**src/hdl/pth_pkg.sv**
```systemverilog
// Package for the pressure/temperature/humidity compensation block.
// Holds the item, result, trim and status types, constants and shift helpers.
// Used by every module under hdl except pth_div.
`default_nettype none
package pth_pkg;

    localparam int QUEUE_DEPTH = 4;
    localparam int MUL_DIGITS  = 4;

    localparam logic [2:0] CFG_TEMP    = 3'd0;
    localparam logic [2:0] CFG_PRESS_A = 3'd1;
    localparam logic [2:0] CFG_PRESS_B = 3'd2;
    localparam logic [2:0] CFG_PRESS_C = 3'd3;
    localparam logic [2:0] CFG_HUM     = 3'd4;

    localparam logic [63:0] PR_OFFSET = 64'd128000;
    localparam logic [63:0] PR_BASE   = 64'd1048576;
    localparam logic [63:0] PR_SCALE  = 64'd3125;
    localparam logic [31:0] HU_OFFSET = 32'd76800;
    localparam logic [31:0] HU_CLAMP  = 32'd419430400;
    localparam logic [31:0] HU_BIAS   = 32'd2097152;

    typedef struct packed {
        logic [15:0] hum;
        logic [19:0] temp;
        logic [19:0] press;
    } item_t;

    typedef struct packed {
        logic [16:0] hum;
        logic [31:0] press;
        logic [31:0] temp;
    } result_t;

    typedef struct packed {
        logic [47:0] temp_trim;
        logic [63:0] press_a;
        logic [63:0] press_b;
        logic [15:0] press_c;
        logic [63:0] hum_trim;
    } cfg_t;

    typedef struct packed {
        logic idle;
        logic mul_busy;
        logic div_busy;
    } status_t;

    function automatic logic [31:0] sra32(input logic [31:0] x, input logic [4:0] sh);
        sra32 = $signed(x) >>> sh;
    endfunction

    function automatic logic [63:0] sra64(input logic [63:0] x, input logic [5:0] sh);
        sra64 = $signed(x) >>> sh;
    endfunction

endpackage
`default_nettype wire

```
**src/hdl/pth_front.sv**
```systemverilog
// Front end: accepts raw sample transfers and holds them in a short queue.
// Depends on pth_pkg.
`default_nettype none
module pth_front #(
    parameter int DEPTH = pth_pkg::QUEUE_DEPTH
) (
    input  wire                 aclk,
    input  wire                 aresetn,
    input  wire                 s_tvalid,
    output logic                s_tready,
    input  wire  [55:0]         s_tdata,   // adc_press[19:0], adc_temp[39:20], adc_hum[55:40]
    output logic                q_valid,
    input  wire                 q_ready,
    output pth_pkg::item_t      q_item
);
    localparam int PW = (DEPTH > 1) ? $clog2(DEPTH) : 1;
    localparam int CW = $clog2(DEPTH + 1);

    pth_pkg::item_t  mem_reg [DEPTH];
    logic [PW-1:0]   wr_ptr_reg, wr_ptr_next;
    logic [PW-1:0]   rd_ptr_reg, rd_ptr_next;
    logic [CW-1:0]   count_reg, count_next;
    logic            push, pop;

    assign s_tready = (count_reg != CW'(DEPTH));
    assign q_valid  = (count_reg != '0);
    assign q_item   = mem_reg[rd_ptr_reg];
    assign push     = s_tvalid && s_tready;
    assign pop      = q_valid && q_ready;

    always_comb begin
        wr_ptr_next = wr_ptr_reg;
        rd_ptr_next = rd_ptr_reg;
        count_next  = count_reg;
        if (push) begin
            wr_ptr_next = (wr_ptr_reg == PW'(DEPTH - 1)) ? '0 : wr_ptr_reg + 1'b1;
        end
        if (pop) begin
            rd_ptr_next = (rd_ptr_reg == PW'(DEPTH - 1)) ? '0 : rd_ptr_reg + 1'b1;
        end
        if (push && !pop) begin
            count_next = count_reg + 1'b1;
        end else if (pop && !push) begin
            count_next = count_reg - 1'b1;
        end
    end

    always_ff @(posedge aclk) begin
        if (!aresetn) begin
            wr_ptr_reg <= '0;
            rd_ptr_reg <= '0;
            count_reg  <= '0;
        end else begin
            wr_ptr_reg <= wr_ptr_next;
            rd_ptr_reg <= rd_ptr_next;
            count_reg  <= count_next;
        end
    end

    always_ff @(posedge aclk) begin
        if (push) begin
            mem_reg[wr_ptr_reg] <= s_tdata;
        end
    end
endmodule
`default_nettype wire

```
**config.mk**
```make
export PLATFORM = sky130hd
export DESIGN_NAME = pth_front
export DESIGN_NICKNAME = d
export VERILOG_FILES = /design/src/hdl/pth_pkg.sv /design/src/hdl/pth_front.sv
export SDC_FILE = /design/constraint.sdc
export NUM_CORES = 1
export LEC_CHECK = 0
export ABC_AREA = 1
export BUFFER_PORTS_ARGS = -buffer_cell sky130_fd_sc_hd__buf_2
export CAP_MARGIN = 15
export CORE_ASPECT_RATIO = 2
export CORE_UTILIZATION = 50
export CTS_CLUSTER_DIAMETER = 30
export DETAILED_ROUTE_END_ITERATION = 7
export GPL_TIMING_DRIVEN = 1
export PLACE_DENSITY = 0.81
export RECOVER_POWER = 100
export SLEW_MARGIN = 10
export SYNTH_ARGS = -nofsm -noshare
export SYNTH_HDL_FRONTEND = slang
export SYNTH_SLANG_ARGS = --single-unit
```
**constraint.sdc**
```tcl
create_clock -name aclk -period 7.5 [get_ports aclk]
set_input_delay 1.125 -clock aclk [delete_from_list [all_inputs] [get_ports aclk]]
set_output_delay 1.125 -clock aclk [all_outputs]
set_load 0.02 [all_outputs]
```
==> reports/qor.yml, run 1 <==
run_status:
  run_status: "finished with violations"
  violations: "capacitance limit, slew limit"
power_and_ir_drop:
  leakage_nw: 3.476
  ir_worst_vdd_uv: 358.1
  power_per_cell_area_nw_per_um2: 381.6
clock_tree:
  clk_root_buffer_cell: "sky130_fd_sc_hd__clkbuf_16"
  tritoncts_clock_tree: "done"
  h-tree-depth: 1
  post_cts_hold_buffer_count: 0
  path_clk_slew_ps: 60
  post_cts.resized_instances: 0
  cts_inserted_buffers: 24
  postCtsSetupRepairBufs: 0
  clkSinkCount: 233
  clock_latency_ps: 500
  ctsLongestPathBuffers: 3
route:
  route.detailed.drc: 0
  wire_per_inst_um: 18.78
  detail_route.iter0.violations: 256
  drt-total-wl_um: 18030
  detailroute.via_count: 5314
  detail-route-antenna-nets: 0
  detail_route.first_pass.iterations: 4
  route.detailed.vias_per_inst: 5.535
yosys:
  asyncSetResetFlopFracSynth_pct: 0
  syn_inst: 612
  yosys_warnings: 0
  post_synth_main_area_contributors: "sky130_fd_sc_hd__edfxtp_1 (74%), sky130_fd_sc_hd__o21ai_0 (4.6%), sky130_fd_sc_hd__nor2_1 (4.2%)"
  synth_area_um2: 9120
  synth_cell_type_count: 26
  synthesis.nets: 679
  synth_edf_count: 224
  synthTopCellsByCount: "sky130_fd_sc_hd__edfxtp_1 (224), sky130_fd_sc_hd__nor2_1 (103), sky130_fd_sc_hd__o21ai_0 (84)"
  synth.top_cell.area_share_pct: 73.75
  post_synth.cell_area_avg_um2: 14.90
  yosys.area.top_type: "sky130_fd_sc_hd__edfxtp_1"
  ys_dominant_reg_cell: "sky130_fd_sc_hd__edfxtp_1"
  ys_seq_elements: 233
  synth_most_common_cell: "sky130_fd_sc_hd__edfxtp_1"
  synth.yosys.seq_area_share_pct: 75.73
die:
  chipHeight_um: 193.0
  top_level_ports: 118
  floorplan.die_area_um2: 18820
  fp-row-count: 69
  initial_core_util_pct: 51.28
  core-area_um2: 17780
  floorplan.die.width_um: 97.50
global_route:
  vias_in_the_first_global_route: 5418
  grt_antenna_before_repair: 4
  first_pass_grt_wire_length_um: 28210
  grt_max_degree: 73
  overflow: 0
  grt_usage_pct: 19.26
place:
  place_ws_ps: 3842
  dp.final_hpwl_um: 10310
  numPortBuffers: 117
  weighted_congestion_reported_at_the_end_of_routability_driven_placement: 0.7586
  placedInstanceArea_um2: 9803
worst_setup_path:
  critPathKind: "reg -> out"
  critical_path_peak_fanout: 57
  timing.critical_path.slowest_stage_cell: "sky130_fd_sc_hd__inv_1"
  worst_ep_arrival_time_ps: 3480
  worstPathRequired_ps: 6380
  critical_path.cell_chain: "buf_4 > inv_1 > o21ai_0 > o22ai_1 > buf_2"
  critical_path.endpoint_type: "output pin"
  worstSetupStartpointType: "flip-flop"
  crit_path_max_incr_delay_ps: 1400
final_layout:
  number_of_flip_flops_in_the_largest_register: 224
  nNetsFinal: 793
  area_delta_synth_final_pct: 15.32
  final_std_cell_area_no_fill_um2: 10520
  filler_cell_count: 1406
  final_layout_size_suffix_gt1_share_pct: 16.94
hold_path:
  type_of_the_most_critical_hold_path: "reg -> reg"
timing:
  final-setup-viol-count: 0
  rsz_0062_raised_after_global_routing: "false"
  final-hold-violation-count: 0
  timing.clock.skew_ps: 10.10
  fin_crit_sh_pct: 61.39
  number_of_pins_with_negative_max_slew_slack_in_the_final_report: 281
  post-route-min-period_ps: 4604
  relSlewSlack_pct: -138.7
  maximum_frequency_from_static_timing_analysis_mhz: 217.2
  worst_setup_slack_after_layout_ps: 2896
  worst_pin_slew_ps: 3580
  setup_tns_ps: 0
run:
  cap_viol_max_count: 5
-- power by group --
part / internal, mW / switching (mW) / total [mW]
clock: 0.765 / 0.476 / 1.24
combinational: 0.308 / 0.802 / 1.11
sequential: 1.60 / 0.0585 / 1.66
total: 2.68 / 1.34 / 4.01
-- cells by family after synthesis --
kind of cell,Yosys count,share of synthesized area (%)
flops,233,75.73
compound gates,172,11.74
simple gates,147,7.944
buf+inv,53,3.539
fa+ha+maj,7,1.043
-- layer usage --
metal	up-vias	GRT usage (%)	wire length [µm]
met1	2626	21.92	6809
li1	2506	-	-
met3	39	3.317	862
met4	2	8.597	594
met2	141	35.31	9748
met5	-	0	17
-- critical path, delay by kind of cell (launching register included) --
family | cells | cell delay (ps)
compound gates | 2 | 710
flops | 1 | 310
buf+inv | 3 | 1920
-- area by class of cell --
class / instances / area (µm²) / area share [%]
clock buffers: 31 / 658.1 / 6.257
repair buffers: 124 / 513.0 / 4.877
multi-input cells: 326 / 1906 / 18.12
well taps: 213 / 266.5 / 2.534
inverters: 17 / 66.31 / 0.6305
flip-flops and latches: 233 / 6912 / 65.71
clock inverters: 13 / 188.9 / 1.796
diodes: 3 / 7.507 / 0.07138
-- cell usage in the layout (no fill, tap or decap), types with 2 or more instances in the layout --
cell type	netlist	final
sky130_fd_sc_hd__a21oi_1	2	2
sky130_fd_sc_hd__buf_2	10	29
sky130_fd_sc_hd__buf_4	1	3
sky130_fd_sc_hd__bufinv_16	0	4
sky130_fd_sc_hd__clkbuf_1	15	97
sky130_fd_sc_hd__clkbuf_16	0	25
sky130_fd_sc_hd__clkinv_2	0	2
sky130_fd_sc_hd__clkinvlp_4	0	4
sky130_fd_sc_hd__dfxtp_1	9	7
sky130_fd_sc_hd__diode_2	0	3
sky130_fd_sc_hd__edfxtp_1	224	224
sky130_fd_sc_hd__ha_1	6	6
sky130_fd_sc_hd__inv_1	15	16
sky130_fd_sc_hd__inv_6	0	2
sky130_fd_sc_hd__nand2_1	15	15
sky130_fd_sc_hd__nor2_1	103	101
sky130_fd_sc_hd__nor2_2	6	6
sky130_fd_sc_hd__nor2_4	20	22
sky130_fd_sc_hd__o21ai_0	84	109
sky130_fd_sc_hd__o21ai_2	4	4
sky130_fd_sc_hd__o22ai_1	36	36
sky130_fd_sc_hd__o22ai_2	20	20
-- per-stage QoR --
stage / power, mW / hold slack (ps) / instances / util [%]
after floorplan: 2.500 / 480.1 / 612 / -
after global placement: 2.816 / 497.6 / 913 / 55.12
after detailed placement: 2.838 / 502.5 / 913 / 55.12
after CTS: 4.077 / 510.1 / 957 / 59.88
after global routing: 4.201 / 571.1 / 958 / 59.11
final: 4.014 / 508.9 / 960 / 59.14
-- final timing paths --
path	startpoint	slack (ps)	to	cells after the start
worst max-delay path	flip-flop	2900	q_item[16]	5
worst min-delay path	count_reg[0]	510	count_reg[0]	2
worst max register to register	count_reg[1]	3340	mem_reg[2][30]	5
worst min register to register	count_reg[0]	510	count_reg[0]	2
(Power assumes the default switching activity.)
==> run 2: changes to the inputs <==
- clock period: 7.5 -> 4.75 ns (I/O delays scaled with it)
==> reports/qor.yml, run 2 (same netlist as run 1, synthesis figures left out) <==
route:
  detail_route.iter0.violations: 358  # +40%
  drt-total-wl_um: 17670  # -2.0%
  detail_route.first_pass.iterations: 5  # +1
  detailroute.via_count: 5363  # +0.92%
  wl_met3_um: 1117  # +30%
  wl_met2_um: 9629  # -1.2%
  met1Wirelength_um: 5978  # -12%
  route.detailed.vias_per_inst: 5.675  # +2.5%
  routed.top_layer: "met4"
  wire_per_inst_um: 18.70  # -0.46%
  route.detailed.drc: 0  # unchanged
  detail-route-antenna-nets: 0  # unchanged
global_route:
  overflow: 0  # unchanged
  vias_in_the_first_global_route: 5274  # -2.7%
  grt_usage_pct: 18.36  # -0.90 points
  first_pass_grt_wire_length_um: 26390  # -6.5%
  grt_max_degree: 113  # +55%
  grt_antenna_before_repair: 2  # -2
worst_setup_path:
  worstSetupStartpointType: "flip-flop"
  critical_path.cell_chain: "nor2_1 > nand2_1 > nand2_1 > nor2_1 > clkbuf_2"
  rr_endpoint: "mem_reg[2][16]"
  critPathLaunch: "count_reg[0]"
  reg2reg_slack_ps: 970  # -2370 ps
  crit_path_max_incr_delay_ps: 1540  # +140 ps
  worstPathRequired_ps: 4850  # -1530 ps
  critical_path_peak_fanout: 36  # -37%
  rr_startpoint: "count_reg[0]"
  critPathKind: "reg -> reg"
  critical_path.endpoint_type: "flip-flop"
  worst_ep_arrival_time_ps: 3880  # +400 ps
  worstSetupEndpoint: "mem_reg[2][16]"
  reg2regPathDepth: 5  # unchanged
  timing.critical_path.slowest_stage_cell: "sky130_fd_sc_hd__nor2_1"
die:
  top_level_ports: 118  # unchanged
  floorplan.die.width_um: 97.50  # unchanged
  initial_core_util_pct: 51.28  # unchanged
  chipHeight_um: 193.0  # unchanged
  core-area_um2: 17780  # unchanged
  floorplan.die_area_um2: 18820  # unchanged
  fp-row-count: 69  # unchanged
hold_path:
  type_of_the_most_critical_hold_path: "in -> reg"
final_layout:
  nNetsFinal: 787  # -0.76%
  final_cells: 945  # -1.6%
  final_common_cell: "sky130_fd_sc_hd__edfxtp_1"
  final_layout_size_suffix_gt1_share_pct: 15.05  # -1.9 points
  filler_cell_count: 1379  # -1.9%
  area_delta_synth_final_pct: 13.54
  final_cell_mix: "sky130_fd_sc_hd__edfxtp_1 (224), sky130_fd_sc_hd__nor2_1 (101), sky130_fd_sc_hd__o21ai_0 (100), sky130_fd_sc_hd__clkbuf_1 (100), sky130_fd_sc_hd__o22ai_1 (36)"
  number_of_flip_flops_in_the_largest_register: 224  # unchanged
timing:
  final-hold-violation-count: 0  # unchanged
  number_of_pins_with_negative_max_slew_slack_in_the_final_report: 98  # -65%
  final-setup-viol-count: 0  # unchanged
  setup_tns_ps: 0  # unchanged
  fin_crit_sh_pct: 79.53
  maximum_frequency_from_static_timing_analysis_mhz: 264.7
  relSlewSlack_pct: -33.55  # +110 points
  rsz_0062_raised_after_global_routing: "false"
  worst_pin_slew_ps: 1996  # -1584 ps
  timing.clock.skew_ps: 18.20  # +8.096 ps
  post-route-min-period_ps: 3778
run_status:
  run_status: "finished with violations"
  violations: "capacitance limit, slew limit"
clock_tree:
  cts_inserted_buffers: 18  # -25%
  post_cts.resized_instances: 0  # unchanged
  ctsLongestPathBuffers: 3  # unchanged
  post_cts_hold_buffer_count: 0  # unchanged
  clkSinkCount: 233  # unchanged
  path_clk_slew_ps: 70  # about the same
  postCtsSetupRepairBufs: 0  # unchanged
  clock_latency_ps: 490  # about the same
  h-tree-depth: 1  # unchanged
  tritoncts_clock_tree: "done"
  clk_root_buffer_cell: "sky130_fd_sc_hd__clkbuf_16"
power_and_ir_drop:
  leakage_nw: 3.396  # -2.3%
  power_per_cell_area_nw_per_um2: 586.7  # +54%
  ir_worst_vdd_uv: 423.3  # +18%
run:
  cap_viol_max_count: 3  # -2
place:
  dp.final_hpwl_um: 10520  # +2.0%
  weighted_congestion_reported_at_the_end_of_routability_driven_placement: 0.7730  # +1.9%
  place_inst: 913  # unchanged
  numPortBuffers: 117  # unchanged
## run 2: cell count changes in the layout (fill, tap and decap cells not counted), moves of 6 or more
| cell | change |
|---|---|
| sky130_fd_sc_hd__buf_2 | -8 |
| sky130_fd_sc_hd__o21ai_1 | +9 |
| sky130_fd_sc_hd__clkbuf_16 | -6 |
| sky130_fd_sc_hd__o21ai_0 | -9 |
## run 2: worst max-delay path, delay by kind of cell, from the launching register on
| kind | cells | cell delay [ps] |
|---|---|---|
| and+or+nand+nor | 4 | 2010 |
| buffers and inverters | 1 | 980 |
| DFF | 1 | 380 |
## run 2: how the worst min path moves through the flow
stage               cells past startpoint  slack, ps             end         start
global placement                        2        500    count_reg[0]  count_reg[0]
CTS                                     1        430  mem_reg[1][50]   s_tdata[50]
finish                                  1        490  mem_reg[0][49]   s_tdata[49]
global route                            1        490  mem_reg[0][50]   s_tdata[50]
floorplan                               2        480    count_reg[0]  count_reg[0]
detailed placement                      2        510    count_reg[0]  count_reg[0]
## run 2: where the power goes
part	internal, mW	switching (mW)	total [mW]
logic	0.481	1.32	1.80
clock network	1.06	0.644	1.70
registers	2.51	0.0616	2.57
total	4.05	2.03	6.08
## run 2: metrics by stage
stage / hold WS (ps) / area, µm² / setup slack (ps) / power (mW) / utilization, %
floorplan: 480.1 / 9120 / 1067 / 3.947 / -
global placement: 496.6 / 9816 / 1874 / 4.455 / 55.19
detailed placement: 511.5 / 9816 / 1887 / 4.488 / 55.19
CTS: 427.1 / 10500 / 1321 / 6.171 / 59.03
global route: 491.2 / 10350 / 707.6 / 6.341 / 58.22
finish: 485.4 / 10350 / 972.2 / 6.076 / 58.22
## run 2: routing by layer
metal	up-vias	global-route usage, %
met2	200	33.62
met1	2627	18.99
met5	-	0
met3	58	4.037
li1	2478	-
met4	0	11.26
## run 2: cell type report
cell class	count	area (µm²)	area share [%]
Antenna cell	1	2.502	0.02417
Clock buffer	22	486.7	4.700
Clock inverter	9	196.4	1.897
Inverter	17	66.31	0.6404
Multi-Input combinational cell	326	1906	18.40
Sequential cell	233	6912	66.75
Tap cell	213	266.5	2.574
Timing Repair Buffer	124	519.2	5.015
